`src/hdl/urldec_pkg.sv`:
```
// Package for the URL percent decoder: result item type, character codes,
// hex digit decode. No dependencies.
`timescale 1ns / 1ps
`default_nettype none
package urldec_pkg;

    localparam int MAX_RESULTS = 3;   // results one input beat can cause
    localparam int FIFO_DEPTH  = 4;   // result queue entries
    localparam int PTR_W       = $clog2(FIFO_DEPTH);
    localparam int CNT_W       = $clog2(FIFO_DEPTH + 1);
    localparam int RCNT_W      = $clog2(MAX_RESULTS + 1);

    localparam logic [7:0] CH_PERCENT = 8'h25;
    localparam logic [7:0] CH_PLUS    = 8'h2B;
    localparam logic [7:0] CH_SPACE   = 8'h20;
    localparam logic [7:0] CH_NUL     = 8'h00;

    typedef enum logic [1:0] {
        PH_NONE  = 2'd0,
        PH_PCT   = 2'd1,
        PH_DIGIT = 2'd2,
        PH_SPARE = 2'd3
    } t_phase;

    typedef struct packed {
        logic [7:0] data;
        logic       last;
        logic       error;
    } t_item;

    typedef struct packed {
        logic [RCNT_W-1:0]           count;
        t_item [MAX_RESULTS-1:0]     items;
    } t_result_set;

    // {valid, nibble}
    function automatic logic [4:0] hex_decode(input logic [7:0] c);
        logic [4:0] r;
        r = 5'd0;
        if (c inside {[8'h30:8'h39]}) begin
            r = {1'b1, 4'(c - 8'h30)};
        end else if (c inside {[8'h61:8'h66]}) begin
            r = {1'b1, 4'(c - 8'h57)};
        end else if (c inside {[8'h41:8'h46]}) begin
            r = {1'b1, 4'(c - 8'h37)};
        end
        return r;
    endfunction

endpackage
`default_nettype wire

```
`src/hdl/urldec_if.sv`:
```
// Valid/ready channel interfaces for the URL percent decoder.
// Depends on nothing.
`timescale 1ns / 1ps
`default_nettype none
interface urldec_in_if;
    logic       valid;
    logic       ready;
    logic [7:0] in_byte;
    logic       in_last;

    modport source (output valid, output in_byte, output in_last, input ready);
    modport sink   (input valid, input in_byte, input in_last, output ready);
endinterface

interface urldec_out_if;
    logic       valid;
    logic       ready;
    logic [7:0] out_byte;
    logic       out_last;
    logic       out_error;

    modport source (output valid, output out_byte, output out_last, output out_error,
                    input ready);
    modport sink   (input valid, input out_byte, input out_last, input out_error,
                    output ready);
endinterface
`default_nettype wire

```
`src/hdl/urldec_core.sv`:
```
// Decode step: escape state and the 0..3 results caused by one input beat.
// Depends on urldec_pkg.
`timescale 1ns / 1ps
`default_nettype none
module urldec_core (
    input  wire logic                    i_clk,
    input  wire logic                    i_rst_n,
    input  wire logic                    i_take,
    input  wire logic [7:0]              i_byte,
    input  wire logic                    i_last,
    output urldec_pkg::t_result_set      o_res
);
    import urldec_pkg::*;

    t_phase     r_phase, n_phase;
    logic [7:0] r_held,  n_held;
    logic       r_drop,  n_drop;

    logic [4:0] hv, hh;
    logic [7:0] dec;

    // byte with no escape pending: {emit, item, starts escape}
    function automatic logic [11:0] plain(input logic [7:0] b, input logic last);
        logic [11:0] r;
        if (b == CH_PERCENT) begin
            r = last ? {1'b1, CH_PERCENT, 1'b1, 1'b0, 1'b0} : {1'b0, 8'h00, 3'b001};
        end else if (b == CH_PLUS) begin
            r = {1'b1, CH_SPACE, last, 1'b0, 1'b0};
        end else begin
            r = {1'b1, b, last, 1'b0, 1'b0};
        end
        return r;
    endfunction

    logic [11:0] pl;

    always_comb begin
        hv  = hex_decode(i_byte);
        hh  = hex_decode(r_held);
        dec = {hh[3:0], hv[3:0]};
        pl  = plain(i_byte, i_last);

        o_res   = '0;
        n_phase = r_phase;
        n_held  = r_held;
        n_drop  = r_drop;

        if (r_drop) begin
            n_drop  = !i_last;
            n_phase = PH_NONE;
        end else begin
            case (r_phase)
                PH_PCT: begin
                    if (hv[4]) begin
                        if (i_last) begin
                            o_res.items[0] = '{CH_PERCENT, 1'b0, 1'b0};
                            o_res.items[1] = '{i_byte, 1'b1, 1'b0};
                            o_res.count    = RCNT_W'(2);
                            n_phase        = PH_NONE;
                        end else begin
                            n_held  = i_byte;
                            n_phase = PH_DIGIT;
                        end
                    end else begin
                        o_res.items[0] = '{CH_PERCENT, 1'b0, 1'b0};
                        o_res.items[1] = pl[10:1];
                        o_res.count    = pl[11] ? RCNT_W'(2) : RCNT_W'(1);
                        n_phase        = pl[0] ? PH_PCT : PH_NONE;
                    end
                end
                PH_DIGIT: begin
                    if (hv[4] && hh[4]) begin
                        n_phase = PH_NONE;
                        o_res.count = RCNT_W'(1);
                        if (dec == CH_NUL) begin
                            // rejected string: error beat, drop the rest
                            o_res.items[0] = '{CH_NUL, 1'b1, 1'b1};
                            n_drop         = !i_last;
                        end else begin
                            o_res.items[0] = '{dec, i_last, 1'b0};
                        end
                    end else begin
                        o_res.items[0] = '{CH_PERCENT, 1'b0, 1'b0};
                        o_res.items[1] = '{r_held, 1'b0, 1'b0};
                        o_res.items[2] = pl[10:1];
                        o_res.count    = pl[11] ? RCNT_W'(3) : RCNT_W'(2);
                        n_phase        = pl[0] ? PH_PCT : PH_NONE;
                    end
                end
                default: begin
                    o_res.items[0] = pl[10:1];
                    o_res.count    = pl[11] ? RCNT_W'(1) : RCNT_W'(0);
                    n_phase        = pl[0] ? PH_PCT : PH_NONE;
                end
            endcase
        end

        if (!i_take) begin
            o_res.count = '0;
        end
    end

    always_ff @(posedge i_clk) begin
        if (!i_rst_n) begin
            r_phase <= PH_NONE;
            r_held  <= 8'h00;
            r_drop  <= 1'b0;
        end else if (i_take) begin
            r_phase <= n_phase;
            r_held  <= n_held;
            r_drop  <= n_drop;
        end
    end

endmodule
`default_nettype wire

```
`src/hdl/url_percent_decoder_unit.sv`:
```
// Top level of the URL percent decoder: decode step plus result queue.
// Depends on urldec_pkg, urldec_in_if, urldec_out_if, urldec_core.
//
// Usage:
//   i_in carries the raw bytes of encoded strings, one byte per beat, with
//   in_last set on the final byte of each string. o_out carries decoded
//   bytes; out_last marks the final result of a string and out_error marks
//   the single result left by a string whose escape decoded to a zero byte.
//   Results are written into the result queue and offered on o_out from
//   there (a "%" or first hex digit not on a last beat causes no result).
//   Throughput: one input beat per cycle while each beat yields at most one
//   result and o_out is ready. A beat that flushes a broken escape yields
//   one to three results; the four-entry result queue then drains at one
//   beat per cycle; i_in is held off while fewer than three entries are free.
//   A stall on o_out fills the queue; i_in keeps taking beats while the
//   queue has room for the worst case, so a waiting result does not block
//   the next input beat.
//   Reset (synchronous, active low) empties the queue and clears the
//   escape and drop state.
`timescale 1ns / 1ps
`default_nettype none
module url_percent_decoder_unit (
    input  wire logic   i_clk,
    input  wire logic   i_rst_n,
    urldec_in_if.sink   i_in,
    urldec_out_if.source o_out
);
    import urldec_pkg::*;

    localparam logic [CNT_W-1:0] ROOM_LIMIT = CNT_W'(FIFO_DEPTH - MAX_RESULTS);

    t_item             r_mem [FIFO_DEPTH];
    logic [PTR_W-1:0]  r_wr, r_rd;
    logic [CNT_W-1:0]  r_count;

    t_result_set       res;
    logic              take;
    logic              pop;

    // accept only when the worst case of one beat still fits
    assign i_in.ready = (r_count <= ROOM_LIMIT);
    assign take       = i_in.valid && i_in.ready;

    urldec_core u_core (
        .i_clk   (i_clk),
        .i_rst_n (i_rst_n),
        .i_take  (take),
        .i_byte  (i_in.in_byte),
        .i_last  (i_in.in_last),
        .o_res   (res)
    );

    assign o_out.valid     = (r_count != '0);
    assign o_out.out_byte  = r_mem[r_rd].data;
    assign o_out.out_last  = r_mem[r_rd].last;
    assign o_out.out_error = r_mem[r_rd].error;
    assign pop             = o_out.valid && o_out.ready;

    // queue storage: up to MAX_RESULTS consecutive slots per beat
    always_ff @(posedge i_clk) begin
        for (int k = 0; k < MAX_RESULTS; k++) begin
            if (RCNT_W'(k) < res.count) begin
                r_mem[PTR_W'(r_wr + PTR_W'(k))] <= res.items[k];
            end
        end
    end

    always_ff @(posedge i_clk) begin
        if (!i_rst_n) begin
            r_wr    <= '0;
            r_rd    <= '0;
            r_count <= '0;
        end else begin
            r_wr    <= PTR_W'(r_wr + PTR_W'(res.count));
            if (pop) begin
                r_rd <= PTR_W'(r_rd + PTR_W'(1));
            end
            r_count <= CNT_W'(r_count + CNT_W'(res.count) - CNT_W'(pop));
        end
    end

endmodule
`default_nettype wire
```
`src/flat_wrapper.sv`:
```
// flat-port wrapper written by rule: the top's interface ports become plain ports
module url_percent_decoder_unit_flat import urldec_pkg::*;
  (i_clk, i_rst_n, i_in_valid, i_in_in_byte, i_in_in_last, i_in_ready, o_out_valid, o_out_out_byte, o_out_out_last, o_out_out_error, o_out_ready);
  urldec_in_if i_in_i ();
  urldec_out_if o_out_i ();
  input  wire logic i_clk;
  input  wire logic i_rst_n;
  input wire logic [$bits(i_in_i.valid)-1:0] i_in_valid;
  input wire logic [$bits(i_in_i.in_byte)-1:0] i_in_in_byte;
  input wire logic [$bits(i_in_i.in_last)-1:0] i_in_in_last;
  output wire logic [$bits(i_in_i.ready)-1:0] i_in_ready;
  output wire logic [$bits(o_out_i.valid)-1:0] o_out_valid;
  output wire logic [$bits(o_out_i.out_byte)-1:0] o_out_out_byte;
  output wire logic [$bits(o_out_i.out_last)-1:0] o_out_out_last;
  output wire logic [$bits(o_out_i.out_error)-1:0] o_out_out_error;
  input wire logic [$bits(o_out_i.ready)-1:0] o_out_ready;
  assign i_in_i.valid = i_in_valid;
  assign i_in_i.in_byte = i_in_in_byte;
  assign i_in_i.in_last = i_in_in_last;
  assign i_in_ready = i_in_i.ready;
  assign o_out_valid = o_out_i.valid;
  assign o_out_out_byte = o_out_i.out_byte;
  assign o_out_out_last = o_out_i.out_last;
  assign o_out_out_error = o_out_i.out_error;
  assign o_out_i.ready = o_out_ready;
  url_percent_decoder_unit u_core (.i_clk(i_clk), .i_rst_n(i_rst_n), .i_in(i_in_i), .o_out(o_out_i));
endmodule
```
`config.mk`:
```
export PLATFORM = sky130hd
export DESIGN_NAME = url_percent_decoder_unit_flat
export DESIGN_NICKNAME = d
export VERILOG_FILES = /design/src/hdl/urldec_pkg.sv /design/src/hdl/urldec_if.sv /design/src/hdl/urldec_core.sv /design/src/hdl/url_percent_decoder_unit.sv /design/src/flat_wrapper.sv
export SDC_FILE = /design/constraint.sdc
export NUM_CORES = 1
export LEC_CHECK = 0
export BUFFER_PORTS_ARGS = -buffer_cell sky130_fd_sc_hd__buf_2
export CORE_MARGIN = 10
export CORE_UTILIZATION = 50
export DETAILED_ROUTE_END_ITERATION = 16
export PLACE_DENSITY = 0.68
export SLEW_MARGIN = 20
export SYNTH_ARGS = -nofsm -noshare
export SYNTH_HDL_FRONTEND = slang
export SYNTH_SLANG_ARGS = --single-unit
export TNS_END_PERCENT = 1
```
`constraint.sdc`:
```
create_clock -name i_clk -period 7.2 [get_ports i_clk]
set_input_delay 0.36 -clock i_clk [delete_from_list [all_inputs] [get_ports i_clk]]
set_output_delay 0.36 -clock i_clk [all_outputs]
set_load 0.03 [all_outputs]
```
# After elaboration in Yosys (flattened, before gate mapping)
# Memories as Yosys holds them, arrays and structs flattened. A register that Yosys moved wholly into a read port is not among the register bits.
# Cells that the tools add are included.
dict set report op_classes {
  n_addsub 12
  n_bitwise 2
  mux 44
  n_lt_le_gt_ge 16
  reduce_logical 13
  n_eq_ne 4
}
# op n
set op_table {}
lappend op_table {{2-to-1 mux 20 bit} 3}
lappend op_table {{case mux 10 bit (2 select lines)} 2}
lappend op_table {{>= comparator 8 x 7 -> 1 bit (second input constant)} 4}
lappend op_table {{less-or-equal comparator 8 x 7 -> 1 bit (second input constant)} 4}
lappend op_table {{2-to-1 mux 32 bit} 1}
lappend op_table {{2-to-1 mux 10 bit} 3}
lappend op_table {{2-to-1 mux 5 bit} 6}
lappend op_table {{2-to-1 mux 12 bit} 2}
lappend op_table {{2-to-1 mux 2 bit} 10}
lappend op_table {{== test 8 x 6 -> 1 bit (second input constant)} 2}
lappend op_table {{>= comparator 8 x 6 -> 1 bit (second input constant)} 2}
lappend op_table {{less-or-equal comparator 8 x 6 -> 1 bit (second input constant)} 2}
lappend op_table {{subtractor 4 x 3 -> 4 bit (second input constant)} 4}
lappend op_table {{2-to-1 mux 1 bit} 14}
lappend op_table {{2-to-1 mux 11 bit} 1}
lappend op_table {{logical AND 1 bit} 9}
lappend op_table {{zero test 8 bit} 1}
lappend op_table {{case mux 2 bit (2 select lines)} 2}
lappend op_table {{subtractor 4 x 1 -> 4 bit (second input constant)} 2}
lappend op_table {{AND reduction 5 bit} 1}
lappend op_table {{adder 2 x 1 -> 2 bit (second input constant)} 2}
lappend op_table {{less-than comparator 1 x 2 -> 1 bit (first input constant)} 2}
lappend op_table {{adder 3 x 2 -> 3 bit} 1}
lappend op_table {{less-or-equal comparator 3 x 1 -> 1 bit (second input constant)} 1}
lappend op_table {{other kinds (9)} 10}
dict set report totals {
  output_inout_bits 12
  memories 1
  ramBits 40
  ff_bits 18
  input_bits 13
  wordCells 98
}
# memory words width read_ports rd_ports_with_merged_regs write_ports line_no
set memory_table {}
lappend memory_table {u_core.r_mem 4 10 1 1 3 url_percent_decoder_unit.sv:32} ;# t_item r_mem [FIFO_DEPTH];

# Longest topological paths before layout
dict set report depth {
  depth_word 14
  depth_mapped 13
  depth_no_buf 13
}

# By module
# From an unflattened synthesis, not the netlist that was laid out.
dict set report unflattened {
  cells_unflattened 484
  hier_area_um2 4302.9
}
# module cells_per_inst area_per_inst_um2 seq_area_each_um2 n_inst
set by_module_without_submodules {}
lappend by_module_without_submodules {url_percent_decoder_unit 290 2812.7 1381.3 1}
lappend by_module_without_submodules {urldec_core 194 1490.2 220.2 1}

# Worst setup path before layout
# Ideal clock, no wire load.
dict set report synth_timing {
  path_kind {reg-to-reg}
  startpoint {register u_core.u_core.r_phase[0]}
  endpoint {register u_core.r_count[2]}
  stages_incl_launch_ff 14
  n_path_buf 0
  t_required_ns 7.085
  setup_ns 0.115
  period_less_slack_ns 3.235
  arrival_ns 3.120
  slack_ns 3.965
  path_cell_list {dfxtp_1 inv_1 ha_1 nor2b_1 nand2b_1 nor3_4 a22oi_4 nor2_1 inv_1 ha_1 fa_1 xor2_1 xnor2_1 and2_1}
}
dict set report synth_via {
  elab_chain_len 6
  word_cells_on_any_way 7
  classes_between {2 x add/sub; 2 x eq/ne; 3 x mux}
}
# element line_no
set synth_rtl {}
lappend synth_rtl {{start: declaration} urldec_core.sv:15} ;# t_phase r_phase, n_phase;
lappend synth_rtl {{start signal: assignment} urldec_core.sv:109} ;# r_phase <= n_phase;
lappend synth_rtl {{== test 2 bit or == test 2 x 1 -> 1 bit (tied branches)} urldec_core.sv:52} ;# case (r_phase)
lappend synth_rtl {{case mux 2 bit (2 select lines) (*)} urldec_core.sv:52}
lappend synth_rtl {{2-to-1 mux 32 bit (*)} urldec_core.sv:48} ;# if (r_drop) begin
lappend synth_rtl {{2-to-1 mux 2 bit (*)} urldec_core.sv:98} ;# if (!i_take) begin
lappend synth_rtl {{adder 3 x 2 -> 3 bit (*)} url_percent_decoder_unit.sv:78} ;# r_count <= CNT_W'(r_count + CNT_W'(res.count) - CNT_W'(pop));
lappend synth_rtl {{subtractor 3 x 1 -> 3 bit (*)} url_percent_decoder_unit.sv:78}
lappend synth_rtl {{end signal: assignment} url_percent_decoder_unit.sv:78}
lappend synth_rtl {{end: declaration} url_percent_decoder_unit.sv:34} ;# logic [CNT_W-1:0] r_count;
# Every way passes the cells marked *; elsewhere a longest branch is shown, timed or not.
# A chain may end at the register's enable or synchronous reset.

# Final worst setup path
# Same ends and word-level chain as after synthesis.

==> qor.csv <==
metric,value,unit
Post-Syn Nets,469,
register bit count reported by yosys,60,
Yosys Warn Count,0,
number of max-cap violations,0,
FMAX,0.250,GHz
CP max FO,15,
Hold/Removal Path Class,input pin to flop,
grt met2 use,0.298,
placed cell areas,4390,sq um
fin crit period,3.99,ns
slowest CP cell,ha_1,
DRC errors left,0,
Total Power,0.00114,W
critical path class,flop to flop,
power per cell area,248,nW/um^2
Layout area overhead,8.72,%
1st-iter DRT viols,295,
gr busiest metal,met2,
# diodes,0,
Post-CTS Setup Inserts,0,
Static Leak,1.56,nW
clk_skew,0.0105,ns
crit-path cells,"inv_1, ha_1, nor2b_1, nand2b_1, nor3_4, a22oi_4, nor2_1, inv_1, ha_1, fa_1, xor2_1, xnor2_1, and2_1",
"antenna viol nets, final",0,
nets,482,
post-CTS sizing,0,
Syn Std Cell Area,4230,sq um
outcome,"complete, no violations",
layout cells sized above 1,0.156,
TNS Setup,0,ns
Worst-Skew Late Latency,0.36,ns
Worst Tran Pin Value,0.810,ns
met3 usage,0.0386,
global-route wire length before repair,19600,um
PortBufs,24,
final wirelength,12100,um
synth unique cells,80,
CP required,7.46,ns
antenna violations before repair,0,
number of synthesized flops with an enable pin,36,
final setup violation count,0,
Syn Inst Count,443,
largest net degree at the start of global routing,20,
Core Rows,33,
final global-route overflow total,0,
"commonest non-fill, non-tap cell in the layout",nand2_1,
Chip Height,112,um
vias in the first global route,3682,
Post-CTS Hold Fix Bufs,0,
most frequent cells in the layout,"nand2_1, edfxtp_1, dfxtp_1, buf_2",
CP bufs+invs,2,
CTS tree,built,
design area,4600,sq um
maximum VDD drop,0.131,mV
"Primary FF master, synth",edfxtp_1,
Fillers,759,
ys async rst share,0,
met1 Usage GRT,0.243,
Pins Over Slew Limit,0,
crit-path max cell delay,0.47,ns
Initial Util,0.515,
Slew Limit Headroom,0.458,
DIE AREA,12500,sq um
clock buffer count from CTS,9,
# clock sinks,60,
"CTS clk-pin slew, worst paths",0.08,ns
io pins,25,
CORE AREA,8220,sq um
total vias in the final route,3730,
root buffer cell,clkbuf_8,
critical path launch point type,flop,
die width,112,um
post-synthesis area per instance,9.55,sq um
final period utilization,0.555,
RSZ-0062 raised after global routing,false,
drt pass-1 iters,5,
arrival time at the worst endpoint,4.25,ns
"Seq/Total Area, Yosys",0.369,
H-tree depth,3,
Top Family by Delay on Critical Path,simple AND/OR/NAND/NOR gates,
vias per inst,6.59,
CTS Buffer Depth,2,
HPWL after detailed placement,9130,um
GP Congestion,0.974,
Final Hold Fails,0,
Routed WL per cell,21.3,um
CP Capture Type,flop,
overall routing resource usage,0.191,
power by group:
group,switching [W],internal (W),leakage [nW]
clock network,0.000154,0.000172,0.107
registers,0.0000411,0.000415,0.528
logic,0.000225,0.000136,0.923
sequential cells by signal, indices dropped and copies added, names as in the netlist, named ones only:
| name | count |
|---|---|
| u_core.r_wr | 2 |
| u_core.u_core.r_phase | 2 |
| u_core.u_core.r_held | 8 |
| u_core.r_count | 3 |
| u_core.u_core.r_drop | 1 |
| u_core.r_mem | 40 |
| u_core.r_rd | 2 |
worst register-to-register path: stages (launching register included):
cell and delay, ns:
dfxtp_1 0.36, inv_1 0.05, ha_1 0.47, nor2b_1 0.43
nand2b_1 0.22, nor3_4 0.43, a22oi_4 0.22, nor2_1 0.37
inv_1 0.14, ha_1 0.34, fa_1 0.44, xor2_1 0.16
xnor2_1 0.12, and2_1 0.15
per-layer routing:
layer | routed length (um) | share of wire
met1 | 5110 | 0.42
met2 | 5580 | 0.46
met5 | 0 | 0
met3 | 954 | 0.079
met4 | 403 | 0.033
final cells by class:
cell class                 instances  area [sq um]  share of cell area
multi-input combinational        339          2490               0.542
tap                              105           131              0.0286
inverter                          21          78.8              0.0171
timing repair buffer              25           128              0.0277
clock buffer                      10           138              0.0299
sequential                        60          1560               0.339
clock inverter                     6          70.1              0.0152
synthesized netlist by cell type, types with 9 or more instances:
library cell	instances	area, sq um
and2_1	17	106
clkbuf_1	13	48.8
nor2_1	21	78.8
o211ai_1	11	82.6
o221ai_1	14	123
mux4_2	10	225
a21oi_1	11	55.1
nor2b_1	9	56.3
inv_1	21	78.8
nand3_1	17	85.1
o21ai_1	9	45.0
ha_1	12	150
nand2_1	58	218
edfxtp_1	36	1080
o21ai_0	21	105
dfxtp_1	24	480
stage by stage:
step	hold slack (ns)	utilization	worst slack (ns)	std cells
global route	0.362	0.560	2.92	566
finish	0.348	0.560	3.21	566
CTS	0.339	0.560	3.24	566
detailed placement	0.480	0.535	3.27	550
global placement	0.467	0.534	3.50	550
floorplan	0.447	-	3.96	443
worst paths after layout:
kind                            startpoint                        to  slack (ns)  depth (start not counted)
hold / removal             i_in_in_byte[6]   u_core.u_core.r_held[4]        0.35                          2
hold reg to reg   u_core.u_core.r_phase[1]  u_core.u_core.r_phase[1]        0.48                          2
setup / recovery  u_core.u_core.r_phase[0]         u_core.r_count[2]        3.21                         13
setup reg to reg  u_core.u_core.r_phase[0]         u_core.r_count[2]        3.21                         13
kinds of logic (layout without fill, tap and decap cells):
logic type / count (synthesis) / after routing / synth area share
and+or+nand+nor: 173 / 173 / 0.229
AOI/OAI and AO/OA: 130 / 130 / 0.236
DFF: 60 / 60 / 0.369
buffers and inverters: 44 / 62 / 0.0438
muxes: 15 / 15 / 0.0653
adders and majority gates: 13 / 13 / 0.0402
xor gates and xnor gates: 8 / 8 / 0.0166
Note: power is estimated with default switching activity, not from simulation.
